==> src/hdl/rprb_pkg.sv <==
// Package for the ramp pattern ring buffer: field widths, action codes and
// the control bundle passed from the sequencer to the datapath.
// No dependencies.
package rprb_pkg;

    localparam int SAMPLE_W = 16;
    localparam int COUNT_W  = 16;
    localparam int LEN_W    = 9;
    localparam int ACT_W    = 2;

    localparam logic [LEN_W-1:0] LEN_RESET = 9'd256;

    localparam logic [ACT_W-1:0] ACT_FILL = 2'd0;
    localparam logic [ACT_W-1:0] ACT_RAMP = 2'd1;
    localparam logic [ACT_W-1:0] ACT_READ = 2'd2;

    typedef logic [SAMPLE_W-1:0] sample_t;

    typedef struct packed {
        logic busy;      // not taking a request
        logic clearing;  // reset sweep writes zero
        logic load_run;  // fill or ramp request with nonzero count taken
        logic writing;   // one run entry written this cycle
        logic reading;   // read data valid at the store output
    } seq_ctl_t;

endpackage

==> src/hdl/rprb_ram.sv <==
// Generic single-write, single-read RAM with registered read data.
// No dependencies.
module rprb_ram #(
    parameter int WIDTH = 16,
    parameter int DEPTH = 256
) (
    input  logic                                 clk,
    input  logic                                 we,
    input  logic [(DEPTH > 1 ? $clog2(DEPTH) : 1)-1:0] waddr,
    input  logic [WIDTH-1:0]                     wdata,
    input  logic [(DEPTH > 1 ? $clog2(DEPTH) : 1)-1:0] raddr,
    output logic [WIDTH-1:0]                     rdata
);

    logic [WIDTH-1:0] mem [DEPTH];

    always_ff @(posedge clk)
    begin
        if (we)
        begin
            mem[waddr] <= wdata;
        end
        rdata <= mem[raddr];
    end

endmodule

==> src/hdl/rprb_seq.sv <==
// Sequencer for the ramp pattern ring buffer: reset sweep, run counter and
// read slot. Depends on rprb_pkg.
module rprb_seq (
    input  logic                         clk,
    input  logic                         rst_n,
    input  logic                         start,
    input  logic [rprb_pkg::ACT_W-1:0]   action,
    input  logic [rprb_pkg::COUNT_W-1:0] count,
    input  logic                         sweep_last,
    output rprb_pkg::seq_ctl_t           ctl
);

    import rprb_pkg::*;

    localparam logic [1:0] S_CLEAR = 2'd0;
    localparam logic [1:0] S_IDLE  = 2'd1;
    localparam logic [1:0] S_WRITE = 2'd2;
    localparam logic [1:0] S_READ  = 2'd3;

    logic [1:0]         state_reg, state_next;
    logic [COUNT_W-1:0] remain_reg, remain_next;
    logic               take;
    logic               is_run;

    assign take   = start && (state_reg == S_IDLE);
    assign is_run = (action == ACT_FILL) || (action == ACT_RAMP);

    always_comb
    begin
        state_next  = state_reg;
        remain_next = remain_reg;
        unique case (state_reg)
            S_CLEAR:
            begin
                if (sweep_last)
                begin
                    state_next = S_IDLE;
                end
            end
            S_IDLE:
            begin
                if (take && is_run && (count != '0))
                begin
                    state_next  = S_WRITE;
                    remain_next = count;
                end
                else if (take && (action == ACT_READ))
                begin
                    state_next = S_READ;
                end
            end
            S_WRITE:
            begin
                remain_next = remain_reg - COUNT_W'(1);
                if (remain_reg == COUNT_W'(1))
                begin
                    state_next = S_IDLE;
                end
            end
            S_READ:
            begin
                state_next = S_IDLE;
            end
            default:
            begin
                state_next = S_IDLE;
            end
        endcase
    end

    always_ff @(posedge clk or negedge rst_n)
    begin
        if (!rst_n)
        begin
            state_reg  <= S_CLEAR;
            remain_reg <= '0;
        end
        else
        begin
            state_reg  <= state_next;
            remain_reg <= remain_next;
        end
    end

    assign ctl.busy     = (state_reg != S_IDLE);
    assign ctl.clearing = (state_reg == S_CLEAR);
    assign ctl.load_run = take && is_run && (count != '0);
    assign ctl.writing  = (state_reg == S_WRITE);
    assign ctl.reading  = (state_reg == S_READ);

endmodule

==> src/hdl/ramp_pattern_ring_buffer_unit.sv <==
// Top level of the ramp pattern ring buffer: pointers, run value adder and
// output register around the sample store. Depends on rprb_pkg, rprb_ram, rprb_seq.
//
//   channel   | signals                                    | handshake
//   ----------+--------------------------------------------+----------------------
//   request   | action, start_value, step_value, count     | start high, busy low
//   result    | sample                                     | done, one cycle
//   config    | seq_length                                 | seq_length_wr
//
// After reset the store is swept to zero, one entry a cycle, through every address;
// busy stays high meanwhile (seq_length writes are still taken).
// On a read request the store is read in the cycle after it is taken,
// and sample/done follow in the next, when busy is already low again.
// A fill or ramp request writes count entries through the store write port;
// a zero count, or the unused action code, writes nothing and leaves busy low.
// done cannot be held off: high for one cycle; sample holds until the next read.
module ramp_pattern_ring_buffer_unit #(
    parameter int DEPTH = 256
) (
    input  logic                          clk,
    input  logic                          rst_n,
    input  logic                          start,
    output logic                          busy,
    input  logic [rprb_pkg::ACT_W-1:0]    action,
    input  logic signed [rprb_pkg::SAMPLE_W-1:0] start_value,
    input  logic signed [rprb_pkg::SAMPLE_W-1:0] step_value,
    input  logic [rprb_pkg::COUNT_W-1:0]  count,
    input  logic                          seq_length_wr,
    input  logic [rprb_pkg::LEN_W-1:0]    seq_length,
    output logic                          done,
    output logic signed [rprb_pkg::SAMPLE_W-1:0] sample
);

    import rprb_pkg::*;

    localparam int PTR_W = $clog2(DEPTH);
    localparam logic [PTR_W-1:0] LAST_ADDR = PTR_W'(DEPTH - 1);

    seq_ctl_t          ctl;
    logic [LEN_W-1:0]  len_reg;
    logic [PTR_W-1:0]  wptr_reg, wptr_next;
    logic [PTR_W-1:0]  rptr_reg, rptr_next;
    sample_t           val_reg, val_next;
    sample_t           step_reg, step_next;
    sample_t           sample_reg;
    logic              done_reg;
    logic [PTR_W-1:0]  last_idx;
    logic [31:0]       len_ext;
    logic              sweep_last;
    sample_t           rdata;
    sample_t           wdata;
    logic              we;

    // Clamp the ring length into 1..DEPTH and form the wrap index.
    assign len_ext = 32'(len_reg);

    always_comb
    begin
        priority if (len_ext == 32'd0)
        begin
            last_idx = '0;
        end
        else if (len_ext > 32'(DEPTH))
        begin
            last_idx = LAST_ADDR;
        end
        else
        begin
            last_idx = PTR_W'(len_ext - 32'd1);
        end
    end

    // Advance a pointer, or drop it back to the start at (or past) the wrap index.
    function automatic logic [PTR_W-1:0] advance(input logic [PTR_W-1:0] ptr,
                                                 input logic [PTR_W-1:0] last);
        advance = (ptr < last) ? (ptr + PTR_W'(1)) : '0;
    endfunction

    assign sweep_last = ctl.clearing && (wptr_reg == LAST_ADDR);

    rprb_seq u_seq (
        .clk        (clk),
        .rst_n      (rst_n),
        .start      (start),
        .action     (action),
        .count      (count),
        .sweep_last (sweep_last),
        .ctl        (ctl)
    );

    // The write pointer doubles as the sweep address during the reset clear.
    assign we    = ctl.clearing || ctl.writing;
    assign wdata = ctl.clearing ? '0 : val_reg;

    rprb_ram #(
        .WIDTH (SAMPLE_W),
        .DEPTH (DEPTH)
    ) u_ram (
        .clk   (clk),
        .we    (we),
        .waddr (wptr_reg),
        .wdata (wdata),
        .raddr (rptr_reg),
        .rdata (rdata)
    );

    always_comb
    begin
        wptr_next = wptr_reg;
        rptr_next = rptr_reg;
        val_next  = val_reg;
        step_next = step_reg;
        if (ctl.clearing)
        begin
            wptr_next = sweep_last ? '0 : (wptr_reg + PTR_W'(1));
        end
        if (ctl.load_run)
        begin
            // Hold the run value and step; a fill simply steps by zero.
            val_next  = sample_t'(start_value);
            step_next = (action == ACT_RAMP) ? sample_t'(step_value) : '0;
        end
        if (ctl.writing)
        begin
            wptr_next = advance(wptr_reg, last_idx);
            val_next  = val_reg + step_reg;
        end
        if (ctl.reading)
        begin
            rptr_next = advance(rptr_reg, last_idx);
        end
    end

    always_ff @(posedge clk or negedge rst_n)
    begin
        if (!rst_n)
        begin
            len_reg  <= LEN_RESET;
            wptr_reg <= '0;
            rptr_reg <= '0;
            done_reg <= 1'b0;
        end
        else
        begin
            if (seq_length_wr)
            begin
                len_reg <= seq_length;
            end
            wptr_reg <= wptr_next;
            rptr_reg <= rptr_next;
            done_reg <= ctl.reading;
        end
    end

    always_ff @(posedge clk)
    begin
        val_reg  <= val_next;
        step_reg <= step_next;
        if (ctl.reading)
        begin
            sample_reg <= rdata;
        end
    end

    assign busy   = ctl.busy;
    assign done   = done_reg;
    assign sample = sample_reg;

    // The sequencer never does more than one of clear, write and read in the same cycle.
    assert property (@(posedge clk) disable iff (!rst_n)
        $onehot0({ctl.clearing, ctl.writing, ctl.reading}))
        else $error("store clear, run write and read overlap");

    // A taken read request is followed by done, via the read slot and the done register.
    assert property (@(posedge clk) disable iff (!rst_n)
        (start && !busy && (action == ACT_READ)) |=> ##1 done)
        else $error("read request gave no result");

    // A result only follows the read slot, and the block is free by then.
    assert property (@(posedge clk) disable iff (!rst_n)
        done |-> !busy && $past(ctl.reading))
        else $error("result strobe without a read");

    // No run entry is written outside the store.
    assert property (@(posedge clk) disable iff (!rst_n)
        ctl.writing |-> (wptr_reg <= LAST_ADDR))
        else $error("write pointer outside the store");

endmodule
==> config.mk <==
export PLATFORM = sky130hd
export DESIGN_NAME = ramp_pattern_ring_buffer_unit
export DESIGN_NICKNAME = d
export VERILOG_FILES = /design/src/hdl/rprb_pkg.sv /design/src/hdl/rprb_ram.sv /design/src/hdl/rprb_seq.sv /design/src/hdl/ramp_pattern_ring_buffer_unit.sv
export SDC_FILE = /design/constraint.sdc
export NUM_CORES = 2
export LEC_CHECK = 0
export ABC_AREA = 0
export BUFFER_PORTS_ARGS = -buffer_cell sky130_fd_sc_hd__buf_4
export CAP_MARGIN = 25
export CELL_PAD_IN_SITES_DETAIL_PLACEMENT = 1
export CELL_PAD_IN_SITES_GLOBAL_PLACEMENT = 1
export CORE_MARGIN = 4
export CORE_UTILIZATION = 35
export DETAILED_ROUTE_END_ITERATION = 8
export GPL_ROUTABILITY_DRIVEN = 1
export PLACE_DENSITY = 0.64
export REMOVE_ABC_BUFFERS = 1
export SYNTH_ARGS = -nofsm -noshare
export SYNTH_HDL_FRONTEND = slang
export SYNTH_HIERARCHICAL = 1
export SYNTH_SLANG_ARGS = --single-unit
==> constraint.sdc <==
create_clock -name clk -period 9.3 [get_ports clk]
set_input_delay 1.395 -clock clk [delete_from_list [all_inputs] [get_ports clk]]
set_output_delay 1.395 -clock clk [all_outputs]
set_load 0.02 [all_outputs]
* Word-level counts from Yosys, hierarchy flattened
Memories as Yosys holds them, arrays and structs flattened. A register that Yosys moved wholly into a read port is not among the register bits.
Cells that the tools add are included.
** Operators by class
- Equality and inequality tests :: 12
- Multiplexer cells :: 19
- Order comparisons :: 3
- Reduce and logical (&&, ||, !) cells :: 16
- Add/sub/neg operators :: 5
** Operator list (number)
- two-way mux 16 bit :: 4
- two-way mux 8 bit :: 7
- zero test 32 bit :: 1
- one-hot mux 16 bit (2 select lines) :: 1
- adder 16 bit :: 1
- adder 8 x 1 -> 8 bit, second input constant :: 2
- equality test 16 x 1 -> 1 bit, second input constant :: 1
- < comparator 8 bit :: 2
- nonzero test 16 bit :: 1
- subtractor 16 x 1 -> 16 bit, second input constant :: 1
- greater-than comparator 9 bit, second input constant :: 1
- equality test 8 bit, second input constant :: 1
- two-way mux 2 bit :: 4
- one-hot mux 2 bit (4 select lines) :: 1
- subtractor 8 x 1 -> 8 bit, second input constant :: 1
- equality test 2 bit, second input constant :: 3
- inequality test 2 x 1 -> 1 bit, second input constant :: 3
- nonzero test 2 bit :: 3
- logical AND 1 bit :: 5
- equality test 2 x 1 -> 1 bit, second input constant :: 2
- zero test 2 bit :: 2
- inequality test 3 bit, second input constant :: 1
- AND reduction 3 bit :: 1
- logical OR 1 bit :: 2
- 3 further kinds :: 4
** Word-level totals
- Logic and storage cells :: 65
- Bits in registers :: 92
- Bits in writable memories :: 4096
- Output and inout bits :: 18
- Bits of input ports :: 63
- Memories kept :: 1
** Memory list
- u_ram.mem :: words 256, bits a word 16, rd ports 1, clocked after memory_dff 1, write ports 1, RTL line rprb_ram.sv:15 : logic [WIDTH-1:0] mem [DEPTH];

* Longest topological paths before layout
- Depth after elaboration :: 6
- Gate-level depth with buffers :: 15
- Mapped depth without buffers :: 14

* Hierarchy
Netlist, hierarchy kept.
** Modules (own cells, without submodules)
- rprb_ram :: cells each 7360, area each 158714.7 µm², times used 1
- ramp_pattern_ring_buffer_unit :: cells each 415, area each 4395.5 µm², times used 1
- rprb_seq :: cells each 125, area each 1072.3 µm², times used 1

* Worst setup path before layout
Ideal clock, no wire load.
- Kind :: reg2reg
- Start :: reg u_seq.state_reg[0]
- End :: mem u_ram.mem[0][10] (data pin)
- Path buffers :: 2
- Period minus slack after synthesis :: 8.559 ns
- Data required time :: 7.841 ns
- Slack :: 0.741 ns
- Data arrival time :: 7.099 ns
- Stages on the path, launching flop included :: 5
- Cells stage by stage :: dfrtp_1 nor2_1 clkbuf_1 clkbuf_1 nor2b_1
** RTL lines
- start: declaration :: RTL line rprb_seq.sv:20 : logic [1:0] state_reg, state_next;
- start signal: assignment :: RTL line rprb_seq.sv:80 : state_reg <= state_next;
- end: declaration :: RTL line rprb_ram.sv:15

==> results.cfg <==
[clock_network]
cts_htree_levels = 5
max-clock-path-buffers = 4
cts_made_buffers = 414
tritoncts_num_sinks = 4204
cts.repair_timing.setup_buffer_count = 0
clock_latency_ns = 0.98
post_cts.resized_instances = 0
tritoncts = yes
holdBufCountCts = 0
clk_root_buffer_cell = sky130_fd_sc_hd__clkbuf_16
clk_transition_reported_paths_ns = 0.06

[placement]
dp_hpwl_mm = 271
gp_routability_congestion = 0.809
dp.cells = 14125
numPortBuffers = 80
post_dp_area_sq_um = 174000

[worst_setup_path]
crit_path_top_delay_cell = sky130_fd_sc_hd__dfrtp_4
critical_path_peak_fanout = 109
worst-r2r-cell-count = 8
crit_chain = buf_4 > buf_12 > mux2i_1 > o221ai_1 > o22ai_1 > nor3_1 > o32ai_2 > nor4_1
timing.critical_path.arrival_ns = 5.94
ff2ff_setup_slack_ns = 4.25
critPathLaunch = rptr_reg[0]
critPathCaptureType = flip-flop
r2r-start = rptr_reg[0]
cpPeakStageDelay_ns = 1.01
timing.critical_path.from_type = flip-flop
crit_required_ns = 10.19
worst_path_class_setup = flip-flop to flip-flop
reg2reg_to = u_ram/rdata[5]

[timing]
drv_slew = 181
fin_setup_tns_ns = 0
timing.final.hold_violations = 0
fin_worst_skew_ns = 0.0681
finalCritPeriodShare_pct = 54.3
setup-violations-final = 0
grt_setup_unrepaired = false
period_needed_ns = 5.05
worst_pin_slew_ns = 1.67
max_slew_margin_pct = -11.2
fmax_mhz = 198

[global_route]
gr-usage-met1_pct = 26.4
grt_pass1_wl_mm = 667
maximum_number_of_pins_on_one_net_before_global_route_repair = 209
grtUsageTotal_pct = 19.1
grt_antenna_before_repair = 19
met3_usage_pct = 3.38
grt_busiest_layer = met2
met2_usage_pct = 30.8
vias_in_the_first_global_route = 87082
overflow = 0

[min_path]
timing.hold.worst.start = u_ram/rdata[9]
worstHoldPathType = flip-flop to flip-flop
holdPathStages = 0
endpoint_of_the_worst_hold_timing_path = sample[9]

[synthesis]
post_synth_most_frequent_cells = sky130_fd_sc_hd__edfxtp_1 (4144), sky130_fd_sc_hd__mux4_2 (797), sky130_fd_sc_hd__mux2i_1 (569)
netlist_top_cells_area = sky130_fd_sc_hd__edfxtp_1 (76%), sky130_fd_sc_hd__mux4_2 (11%), sky130_fd_sc_hd__mux2i_1 (3.5%)
yosysMostFrequentCell = sky130_fd_sc_hd__edfxtp_1
synth_async_sr_flop_share_pct = 1.05
number_of_storage_elements_in_the_synthesis_netlist = 4204
synth.yosys.warnings = 6
synth_edf_count = 4144
synth-main-ff-cell = sky130_fd_sc_hd__edfxtp_1
post-synth-top-area-fraction_pct = 75.8
synth_cells = 7900
post_synth.cell_area_avg_sq_um = 20.8
ys_seq_area_share_pct = 76.7
synth.distinct_cells = 84
mappedNetlistArea_sq_um = 164000
cell_accounting_for_the_most_synthesized_area = sky130_fd_sc_hd__edfxtp_1

[power]
p_total_mw = 37.5
power.ir.vdd_worst_mv = 0.155
power_density_nw_per_um2 = 199
cellLeakagePower_nw = 45.6

[drt]
postRouteAntennaNets = 0
via_per_inst = 5.64
drt_drc_violations_left = 0
drtIter0Drc = 10336
vias = 84135
drt-total-wl_mm = 469
drt_first_pass_iters = 5
routed_wire_length_per_instance_um = 31.5

[status]
run_status = complete, but fails checks
violations = slew limit

[floorplan]
die_area_sq_um = 480000
ioPinCount = 81
die_width_um = 693
std_cell_rows = 251
placeableCoreArea_sq_um = 467000
chipHeight_um = 693
effective_utilization_at_floorplan_pct = 35.1

[final_layout]
drive_gt1_share_pct = 24.5
syn_to_final_growth_pct = 14.4
instances_no_fill = 14912
num-nets-final = 8454
fillCellCount = 44520
largest_reg_flops = 4096
registers.top_by_ff_count = u_ram/mem
multi_input_comb_area_sq_um = 35900
seqCellArea_sq_um = 126000
fin_area_sq_um = 188000

[run]
drv_cap = 0
==> cell type report <==
type	count	area share, %
clock inverter	237	1.42
sequential	4204	67.0
timing repair buffer	506	2.41
antenna	12	0.0160
inverter	26	0.0586
multi-input combinational	3204	19.1
clock buffer	525	5.84
tap	6198	4.13
==> critical path: cells and delay by family, from the launching register on <==
family | cells | cell delay, ns
AO/OA/AOI/OAI | 3 | 1.14
buffers and inverters | 2 | 1.23
flip-flops | 1 | 1.01
multiplexers | 1 | 0.20
AND/OR/NAND/NOR | 2 | 1.19
==> routing by layer <==
metal | vias to the layer above | part of all wire [%]
met1 | 45737 | 41
met2 | 3489 | 48
met3 | 693 | 7.8
li1 | 34206 | -
met5 | - | 0.012
met4 | 10 | 3.6
==> metrics by stage <==
step	setup slack, ns	utilization (%)	hold WS [ns]
final	4.25	40.2	0.407
after global routing	4.06	40.2	0.418
after CTS	4.22	40.1	0.409
after detailed placement	4.28	37.2	0.390
after global placement	3.86	37.1	0.392
after floorplan	-39.36	-	0.386
==> worst max path at each step <==
stage,to,cells past startpoint,slack (ns)
2_1_floorplan,u_ram/rdata[4],6,-39.36
3_3_place_gp,u_ram/rdata[7],8,3.86
3_5_place_dp,u_ram/rdata[5],8,4.28
4_1_cts,u_ram/rdata[5],8,4.22
5_1_grt,u_ram/rdata[11],7,4.06
6_report,u_ram/rdata[5],8,4.25
==> logic make-up after synthesis <==
logic type               count (synthesis)  synth area share, %
buffers and inverters                  492                 1.72
multiplexers                          1467                 15.1
AO/OA/AOI/OAI                          907                 3.92
AND/OR/NAND/NOR                        773                 2.22
adder cells (fa/ha/maj)                 36                0.277
XOR/XNOR                                21                0.112
flip-flops                            4204                 76.7
==> where the power goes <==
group	switching [mW]	internal, mW
clock	7.21	9.68
combinational	0.0356	0.0348
sequential	0.00705	20.5
==> cell usage in the layout (no fill, tap or decap), types with 19 or more instances in the layout <==
cell type | synthesis | layout
sky130_fd_sc_hd__nand4_1 | 36 | 36
sky130_fd_sc_hd__a21oi_1 | 203 | 203
sky130_fd_sc_hd__o22ai_1 | 152 | 152
sky130_fd_sc_hd__nand3_1 | 56 | 47
sky130_fd_sc_hd__nand2_1 | 84 | 84
sky130_fd_sc_hd__clkbuf_1 | 243 | 96
sky130_fd_sc_hd__o221ai_1 | 252 | 252
sky130_fd_sc_hd__buf_12 | 5 | 31
sky130_fd_sc_hd__buf_4 | 26 | 430
sky130_fd_sc_hd__nor2_2 | 0 | 56
sky130_fd_sc_hd__clkinv_1 | 1 | 68
sky130_fd_sc_hd__a22oi_1 | 45 | 45
sky130_fd_sc_hd__a22o_1 | 33 | 33
sky130_fd_sc_hd__a221oi_1 | 28 | 28
sky130_fd_sc_hd__o21ai_0 | 59 | 59
sky130_fd_sc_hd__clkinv_2 | 0 | 84
sky130_fd_sc_hd__inv_1 | 24 | 22
sky130_fd_sc_hd__clkbuf_16 | 0 | 418
sky130_fd_sc_hd__buf_8 | 11 | 33
sky130_fd_sc_hd__mux2_2 | 101 | 101
sky130_fd_sc_hd__edfxtp_1 | 4144 | 4144
sky130_fd_sc_hd__bufinv_16 | 0 | 47
sky130_fd_sc_hd__mux2i_1 | 569 | 569
sky130_fd_sc_hd__mux4_2 | 797 | 797
sky130_fd_sc_hd__dfrtp_1 | 43 | 38
sky130_fd_sc_hd__ha_1 | 34 | 34
sky130_fd_sc_hd__nor3_1 | 106 | 104
sky130_fd_sc_hd__a211oi_1 | 25 | 25
sky130_fd_sc_hd__nor4_1 | 24 | 23
sky130_fd_sc_hd__nor2_1 | 349 | 290
sky130_fd_sc_hd__and2_1 | 20 | 19
Power figures use the tool's default switching activity.
